$ cat config.mk
export PLATFORM = sky130hd
export DESIGN_NAME = lts_ctrl
export DESIGN_NICKNAME = d
export VERILOG_FILES = /design/src/design/lts_pkg.sv /design/src/design/lts_ctrl.sv
export SDC_FILE = /design/constraint.sdc
export NUM_CORES = 1
export LEC_CHECK = 0
export BUFFER_PORTS_ARGS = -buffer_cell sky130_fd_sc_hd__buf_2
export CAP_MARGIN = 20
export CORE_MARGIN = 5
export CORE_UTILIZATION = 56
export CTS_CLUSTER_SIZE = 16
export DETAILED_ROUTE_END_ITERATION = 10
export PLACE_DENSITY = 0.81
export SETUP_SLACK_MARGIN = 0.1
export SYNTH_ARGS = -nofsm -noshare
export SYNTH_HDL_FRONTEND = slang
export SYNTH_SLANG_ARGS = --single-unit
$ cat constraint.sdc
create_clock -name aclk -period 3.4 [get_ports aclk]
set_input_delay 0.34 -clock aclk [delete_from_list [all_inputs] [get_ports aclk]]
set_output_delay 0.34 -clock aclk [all_outputs]
set_load 0.05 [all_outputs]
$ cat src/design/lts_pkg.sv
// Shared types, sizes and constant tables for the lexical tokenizer.
// Used by lts_ctrl, lts_dpath and the top level.
// No dependencies.
`default_nettype none

package lts_pkg;

    // Sizing
    localparam int MAX_NAME_LEN = 16;
    localparam int IDENT_DEPTH  = 64;
    localparam int CONST_DEPTH  = 64;

    localparam int NAME_W  = 8 * MAX_NAME_LEN;
    localparam int CNAME_W = 4 * MAX_NAME_LEN;
    localparam int CNT_W   = $clog2(MAX_NAME_LEN + 2);
    localparam int NIDX_W  = $clog2(MAX_NAME_LEN);
    localparam int IIDX_W  = (IDENT_DEPTH > 1) ? $clog2(IDENT_DEPTH) : 1;
    localparam int CIDX_W  = (CONST_DEPTH > 1) ? $clog2(CONST_DEPTH) : 1;
    localparam int IUSED_W = $clog2(IDENT_DEPTH + 1);
    localparam int CUSED_W = $clog2(CONST_DEPTH + 1);
    localparam int USED_W  = (IUSED_W > CUSED_W) ? IUSED_W : CUSED_W;

    localparam int LEN_W   = 6;
    localparam int CODE_W  = 10;
    localparam int POS_W   = 16;
    localparam int ERR_W   = 3;
    localparam int TDATA_W = 56;

    // Token code bases
    localparam logic [CODE_W-1:0] CODE_CONST   = 10'd400;
    localparam logic [CODE_W-1:0] CODE_KEYWORD = 10'd700;
    localparam logic [CODE_W-1:0] CODE_IDENT   = 10'd800;

    // Error codes
    localparam logic [ERR_W-1:0] ERR_BAD   = 3'd0;
    localparam logic [ERR_W-1:0] ERR_DELIM = 3'd1;
    localparam logic [ERR_W-1:0] ERR_OPEN  = 3'd2;
    localparam logic [ERR_W-1:0] ERR_FULL  = 3'd3;
    localparam logic [ERR_W-1:0] ERR_LONG  = 3'd4;

    // Keyword table, text right-justified (first char in the top byte used)
    localparam int KW_NUM = 10;
    localparam logic [79:0] KW_TEXT [KW_NUM] = '{
        80'("PROGRAM"), 80'("BEGIN"), 80'("END"), 80'("VA"), 80'("SIGNAL"),
        80'("COMPLEX"), 80'("INTEGER"), 80'("FLOAT"), 80'("BLOCKFLOAT"), 80'("EXT")
    };
    localparam logic [3:0] KW_LEN [KW_NUM] = '{
        4'd7, 4'd5, 4'd3, 4'd2, 4'd6, 4'd7, 4'd7, 4'd5, 4'd10, 4'd3
    };

    // Scanner mode
    typedef enum logic [5:0] {
        MD_IDLE    = 6'b000001,
        MD_IDENT   = 6'b000010,
        MD_DIGIT   = 6'b000100,
        MD_PAREN   = 6'b001000,
        MD_COMMENT = 6'b010000,
        MD_STAR    = 6'b100000
    } mode_t;

    // Result that precedes a name finish or a restart
    typedef enum logic [1:0] {
        PRE_NONE  = 2'd0,
        PRE_ERR1  = 2'd1,
        PRE_PAREN = 2'd2,
        PRE_ERR2  = 2'd3
    } pre_t;

    // Datapath commands
    typedef enum logic [3:0] {
        OP_NONE  = 4'd0,
        OP_LOAD  = 4'd1,
        OP_PLAN  = 4'd2,
        OP_PRE   = 4'd3,
        OP_FCHK  = 4'd4,
        OP_SRCH  = 4'd5,
        OP_CMP   = 4'd6,
        OP_INS   = 4'd7,
        OP_FIN   = 4'd8,
        OP_START = 4'd9
    } op_t;

    // Datapath status toward the controller
    typedef struct packed {
        pre_t dec_pre;
        logic dec_fin;
        logic dec_start;
        logic fin;
        logic start;
        logic start_emits;
        logic fin_direct;
        logic used_zero;
        logic cmp_hit;
        logic srch_last;
        logic out_free;
    } status_t;

    typedef struct packed {
        logic       hit;
        logic [3:0] idx;
    } kw_t;

    // Keyword match against the name buffer (lowest index wins)
    function automatic kw_t kw_lookup(input logic [NAME_W-1:0] name,
                                      input logic [CNT_W-1:0] cnt);
        kw_t  r;
        logic eq;
        int   sh;
        r = '0;
        for (int k = KW_NUM - 1; k >= 0; k--) begin
            eq = (CNT_W'(KW_LEN[k]) == cnt);
            for (int i = 0; i < 10; i++) begin
                sh = (i < int'(KW_LEN[k])) ? int'(KW_LEN[k]) - 1 - i : 0;
                if ((i < int'(KW_LEN[k])) && (name[8*i +: 8] != KW_TEXT[k][8*sh +: 8])) begin
                    eq = 1'b0;
                end
            end
            if (eq) begin
                r.hit = 1'b1;
                r.idx = 4'(k);
            end
        end
        return r;
    endfunction

endpackage

`default_nettype wire

$ cat src/design/lts_ctrl.sv
// Tokenizer controller: sequences decode, pre-result, table search,
// finish and restart steps of one item.
// Depends on lts_pkg.
`default_nettype none

module lts_ctrl (
    input  wire logic              aclk,
    input  wire logic              aresetn,
    input  wire logic              s_tvalid,
    output logic                   s_tready,
    input  wire lts_pkg::status_t  st,
    output lts_pkg::op_t           op
);

    typedef enum logic [8:0] {
        ST_IDLE  = 9'b000000001,
        ST_PLAN  = 9'b000000010,
        ST_PRE   = 9'b000000100,
        ST_FCHK  = 9'b000001000,
        ST_SRCH  = 9'b000010000,
        ST_CMP   = 9'b000100000,
        ST_INS   = 9'b001000000,
        ST_FIN   = 9'b010000000,
        ST_START = 9'b100000000
    } state_t;

    state_t state_reg, state_next;

    always_ff @(posedge aclk) begin
        if (!aresetn) begin
            state_reg <= ST_IDLE;
        end else begin
            state_reg <= state_next;
        end
    end

    // Next state and command
    always_comb begin
        state_next = state_reg;
        op         = lts_pkg::OP_NONE;
        s_tready   = 1'b0;
        unique case (state_reg)
            ST_IDLE: begin
                s_tready = 1'b1;
                if (s_tvalid) begin
                    op         = lts_pkg::OP_LOAD;
                    state_next = ST_PLAN;
                end
            end
            ST_PLAN: begin
                op = lts_pkg::OP_PLAN;
                if (st.dec_pre != lts_pkg::PRE_NONE) state_next = ST_PRE;
                else if (st.dec_fin)                 state_next = ST_FCHK;
                else if (st.dec_start)               state_next = ST_START;
                else                                 state_next = ST_IDLE;
            end
            ST_PRE: begin
                if (st.out_free) begin
                    op = lts_pkg::OP_PRE;
                    if (st.fin)        state_next = ST_FCHK;
                    else if (st.start) state_next = ST_START;
                    else               state_next = ST_IDLE;
                end
            end
            ST_FCHK: begin
                op = lts_pkg::OP_FCHK;
                if (st.fin_direct)     state_next = ST_FIN;
                else if (st.used_zero) state_next = ST_INS;
                else                   state_next = ST_SRCH;
            end
            ST_SRCH: begin
                op         = lts_pkg::OP_SRCH;
                state_next = ST_CMP;
            end
            ST_CMP: begin
                op = lts_pkg::OP_CMP;
                if (st.cmp_hit)        state_next = ST_FIN;
                else if (st.srch_last) state_next = ST_INS;
                else                   state_next = ST_SRCH;
            end
            ST_INS: begin
                op         = lts_pkg::OP_INS;
                state_next = ST_FIN;
            end
            ST_FIN: begin
                if (st.out_free) begin
                    op         = lts_pkg::OP_FIN;
                    state_next = st.start ? ST_START : ST_IDLE;
                end
            end
            ST_START: begin
                if (!st.start_emits || st.out_free) begin
                    op         = lts_pkg::OP_START;
                    state_next = ST_IDLE;
                end
            end
            default: state_next = ST_IDLE;
        endcase
    end

endmodule

`default_nettype wire

==> Word-level counts from Yosys, hierarchy flattened <==
Cells that the tools add are included.
{ "totals": {"regBits": 9, "output_inout_bits": 5} }
{ "op_classes": {"n_reduce_logical": 4, "eq_ne": 13, "mux": 20} }
{ "ops": {"columns": ["op", "count"], "rows": [
  ["$mux W9", 9],
  ["$pmux W9 S9", 1],
  ["$pmux W4 S9", 1],
  ["$mux W8", 2],
  ["$mux W7", 2],
  ["$eq A9 B1 Y1 const B", 1],
  ["$eq A9 B2 Y1 const B", 1],
  ["$eq A9 B3 Y1 const B", 1],
  ["$eq A9 B4 Y1 const B", 1],
  ["$eq A9 B5 Y1 const B", 1],
  ["$eq A9 B6 Y1 const B", 1],
  ["$eq A9 B7 Y1 const B", 1],
  ["$eq A9 B8 Y1 const B", 1],
  ["$eq A9 B9 Y1 const B", 1],
  ["$mux W4", 2],
  ["$ne A2 B2 Y1 const B", 4],
  ["$reduce_and A4 Y1", 1],
  ["$mux W1", 2],
  ["$mux W2", 1],
  ["$reduce_bool A2 Y1", 1],
  ["$logic_not A1 Y1", 1],
  ["$logic_or A1 B1 Y1", 1]
]} }

==> Depth between registers and ports, before layout <==
{ "logic_depth": {"ltp_word": 4, "mapped_depth": 6} }

==> Worst setup path after synthesis <==
No wires, ideal clock.
{ "synth_timing": {"path_type": "register -> output", "start": "reg state_reg[1]", "end": "out op[0]", "t_arrival_ps": 2278, "setup_slack_ps": 782, "stages_incl_launch_ff": 7, "path_cell_list": "dfxtp_1 buf_6 or4_4 or3_4 o22ai_1 mux2i_1 o211ai_1"} }
{ "synth_via": {"elab_chain_cells": 2} }
{ "synth_rtl": {"columns": ["item", "line_no", "source"], "rows": [
  ["start, declared", "lts_ctrl.sv:27", "state_t state_reg, state_next;"],
  ["start signal, assigned", "lts_ctrl.sv:33", "state_reg <= state_next;"],
  ["$eq A9 B9 Y1 (tied with other cells)", "lts_ctrl.sv:42", "unique case (state_reg)"],
  ["$pmux W4 S9 (*)", "lts_ctrl.sv:42", null],
  ["end, declared", "lts_ctrl.sv:12", "output lts_pkg::op_t op"]
]} }
Every way passes the cells marked *; elsewhere a longest branch is shown, timed or not.

==> Final worst setup path <==
{ "layout_timing": {"start": "reg state_reg[7]", "end": "out op[0]"} }
The elaborated chain is that of the path after synthesis.

==> summary.md <==
TritonCTS built the clock tree. The initial antenna violation count was 0; the detail-routed net length per standard cell was 14.8 um. The share of the synthesized area in the top cell type was 0.218. By area the synthesized netlist is led by sky130_fd_sc_hd__dfxtp_1 22%, sky130_fd_sc_hd__nor4_1 5.3%, sky130_fd_sc_hd__a21oi_1 4.8%, sky130_fd_sc_hd__nor2_1 4.5%, sky130_fd_sc_hd__nand2b_1 3.8%. In the layout the commonest cells are 19 x sky130_fd_sc_hd__buf_2, 10 x sky130_fd_sc_hd__nor2_1, 9 x sky130_fd_sc_hd__dfxtp_1, 8 x sky130_fd_sc_hd__a21oi_1. The startpoint of the worst hold path is aresetn. Yosys printed 0 warnings.

The switching power share of the total came out at 0.328. The kind of capture point of the worst setup path was a primary output. The global-route wire length before repair was 3540 um. Flip-flop cell with the highest count after synthesis: sky130_fd_sc_hd__dfxtp_1.

For the relative max-transition margin, the log shows 0.635. After detailed routing, the number of vias per cell comes to 6.19. The number of clock buffers added by TritonCTS is 3. The run gives 1.44 ns as the worst reg-to-reg setup slack. In this run the count of I/O pins placed on the die edge is 20.

Counting every net in the synthesized netlist gives 126. The share of the clock period used by the worst path after layout works out to 0.788. Counting tap cells, the placed design contains a total of 137 instances. Across the VDD grid, the largest voltage drop is 295 uV. Of all cell types, the one taking the most synthesized area is sky130_fd_sc_hd__dfxtp_1. For the final number of hold-violating endpoints, the log shows 0. The final wirelength was 2090 um. Maximum number of pins on one net before global-route repair: 16.

Commonest non-fill, non-tap cell in the layout: sky130_fd_sc_hd__buf_2. The initial core utilization was 0.614. The proportion of synthesized flip-flops having asynchronous set or reset works out to 0. Sort of element at the start of the critical path: a flop. In this run, the number of DRC markers left after iteration 0 of detailed routing was 18. The number of distinct library cell variants in the gate-level netlist after synthesis is 46. The run gives 0.26 ns as the latest clock arrival within the worst-skew pair. The maximum fanout encountered on the critical timing path works out to 11.

The routed design could run at a clock period as short as 2.68 ns. The core region is 1350 um2. For the synthesized instance count, the log shows 111. The count of nets left with antenna violations once routing finished came out at 0. The number of flip-flops in the largest register was 9.

The data arrival time of the worst path came out at 2.34 ns. For this design the static power due to leakage is 0.340 nW. For the final database, setup skew stands at 0.000815 ns.

The run gives 795 as the number of global-route vias before repair. The fraction of power consumed by combinational cells is 0.267. In this run the power density over the cells is 293 nW/um2. The share of the yosys chip area belonging to registers was 0.218. Clock tree synthesis selected as its root buffer the cell sky130_fd_sc_hd__clkbuf_4. The flip-flop and latch count after synthesis is 9. Clock-pin slew was measured on the worst setup and hold paths at 0.06 ns.

For this run, design rule violations remaining after detail routing come to 0. The routed layout has 873 vias. The end of the worst register-to-register path is state_reg[4]. Counting every sink on the clock net gives 9. The full die area was 2350 um2. The number of cells on the worst reg-to-reg path is 5. The tools report the number of standard cells in the final layout excluding fillers as 141. The buffer levels on the longest clock path is 2, and the number of setup buffers added after CTS is 0. Each instance of the synthesized netlist takes up on average 7.46 um2. The worst hold path belongs to the class in -> reg. For this run, the post-layout net count is 142.

Compared with the post-synthesis result, the final layout area differs by 9.97%. Combined global-route utilization of all metal layers: 0.181. In this run the critical register-to-register path is launched from state_reg[7].

The last element of the critical path is op[0]. First-pass iteration count of the detailed router: 5. Clock share of power: 0.306. Internal power comes to 0.179 mW.

The die is 48.5 um tall. Proportion of layout cells with a drive suffix above 1: 0.254. The number of enable flip-flop cells after synthesis is 0, and the diode insertion count for antenna repair is 0. The mapped cell area is 828 um2. The logs give 0.0875 mW for the switching power total and 0 for the number of pins exceeding their max-slew limit in the final report. The run finished with clean final reports. The floorplan has 13 rows.

Summed over all nets, the half-perimeter wirelength after detailed placement is 1630 um. Setup violations remaining at the end of the flow were counted as 0. The number of H-tree levels is 1.

Post-CTS repair changed the size of 0 cells. For the worst setup path, the data required time is 3.06 ns. Based on the critical path, the design can be clocked at up to 373 MHz.

The fraction of power consumed by sequential logic came out at 0.427. The transition at the pin with the smallest max-transition slack works out to 0.542 ns. After routing, the total negative slack on setup checks comes to 0 ns. For the global route total overflow, the log shows 0. Hold repair after CTS inserted 0 buffers.

The tool flagged a number of max-cap violations equal to 0. Kind of critical path: reg -> out. Buffers placed on the I/O ports in this run total 19. Tracing the worst setup path back leads to its startpoint at state_reg[7].

The die is 48.5 um wide. Setup repair after global routing left no endpoint under its margin. The congestion estimate from routability-driven global placement came to 0.894.
-- synth_stat cells (2+ instances only) --
| library cell | count |
|---|---|
| sky130_fd_sc_hd__dfxtp_1 | 9 |
| sky130_fd_sc_hd__nand2_1 | 7 |
| sky130_fd_sc_hd__nand2b_1 | 5 |
| sky130_fd_sc_hd__nor3_1 | 4 |
| sky130_fd_sc_hd__o211ai_1 | 3 |
| sky130_fd_sc_hd__o2bb2ai_1 | 2 |
| sky130_fd_sc_hd__buf_2 | 3 |
| sky130_fd_sc_hd__buf_4 | 2 |
| sky130_fd_sc_hd__and2_1 | 2 |
| sky130_fd_sc_hd__nor4_1 | 7 |
| sky130_fd_sc_hd__nor2_1 | 10 |
| sky130_fd_sc_hd__a21oi_1 | 8 |
| sky130_fd_sc_hd__or4_2 | 2 |
| sky130_fd_sc_hd__nand3b_1 | 2 |
| sky130_fd_sc_hd__inv_1 | 6 |
| sky130_fd_sc_hd__o21ai_0 | 6 |
| sky130_fd_sc_hd__nor2b_1 | 2 |
| sky130_fd_sc_hd__nand4b_1 | 2 |
| sky130_fd_sc_hd__nand3_1 | 2 |
-- kinds of logic (layout without fill, tap and decap cells) --
logic type                after synthesis  count (layout)  synth area share
muxes                                   1               1            0.0121
DFF                                     9               9             0.218
AOI/OAI and AO/OA                      30              30             0.236
buffers and inverters                  14              29            0.0982
xor gates and xnor gates                1               1            0.0106
and+or+nand+nor                        56              56             0.426
-- power by group through the flow --
stage          combinational (mW)  sequential [mW]  clock [mW]
2_1_floorplan              0.0527            0.113           0
5_1_grt                    0.0771            0.115      0.0896
3_3_place_gp               0.0697            0.116           0
3_5_place_dp               0.0708            0.116           0
4_1_cts                    0.0711            0.114      0.0840
6_report                   0.0712            0.114      0.0817
-- worst min path at each step --
stage / cells past startpoint / end / slack (ns)
3_3_place_gp: 2 / state_reg[7] / 0.59
5_1_grt: 2 / state_reg[0] / 0.35
4_1_cts: 2 / state_reg[0] / 0.33
2_1_floorplan: 1 / state_reg[0] / 0.42
6_report: 2 / state_reg[0] / 0.33
3_5_place_dp: 2 / state_reg[0] / 0.60
-- worst max-delay path, stage by stage, from the launching register on --
cell and delay (ns):
sky130_fd_sc_hd__dfxtp_1 0.40, sky130_fd_sc_hd__or4_4 0.61, sky130_fd_sc_hd__or3_4 0.39, sky130_fd_sc_hd__o22ai_1 0.14, sky130_fd_sc_hd__mux2i_1 0.09, sky130_fd_sc_hd__o211ai_1 0.16, sky130_fd_sc_hd__buf_2 0.29
-- metrics by stage --
stage	instance area, um2	hold WS (ns)	power, mW	setup WS [ns]	utilization
2_1_floorplan	828	0.419	0.166	0.782	-
3_3_place_gp	883	0.593	0.185	1.07	0.654
3_5_place_dp	883	0.605	0.187	1.01	0.654
4_1_cts	911	0.329	0.269	0.720	0.675
5_1_grt	911	0.349	0.281	0.590	0.675
6_report	911	0.332	0.267	0.719	0.675
-- per-layer routing --
metal	wire, um	global-route usage
met5	0	0
met4	26	0.0269
met3	175	0.0489
met2	982	0.298
met1	901	0.238
-- area by class of cell --
type	count	area, um2
Clock buffer	3	22.5
Timing Repair Buffer	19	95.1
Sequential cell	9	180
Fill cell	124	439
Inverter	6	22.5
Clock inverter	1	5.00
Tap cell	15	18.8
Multi-Input combinational cell	88	567
Power figures use the tool's default switching activity.
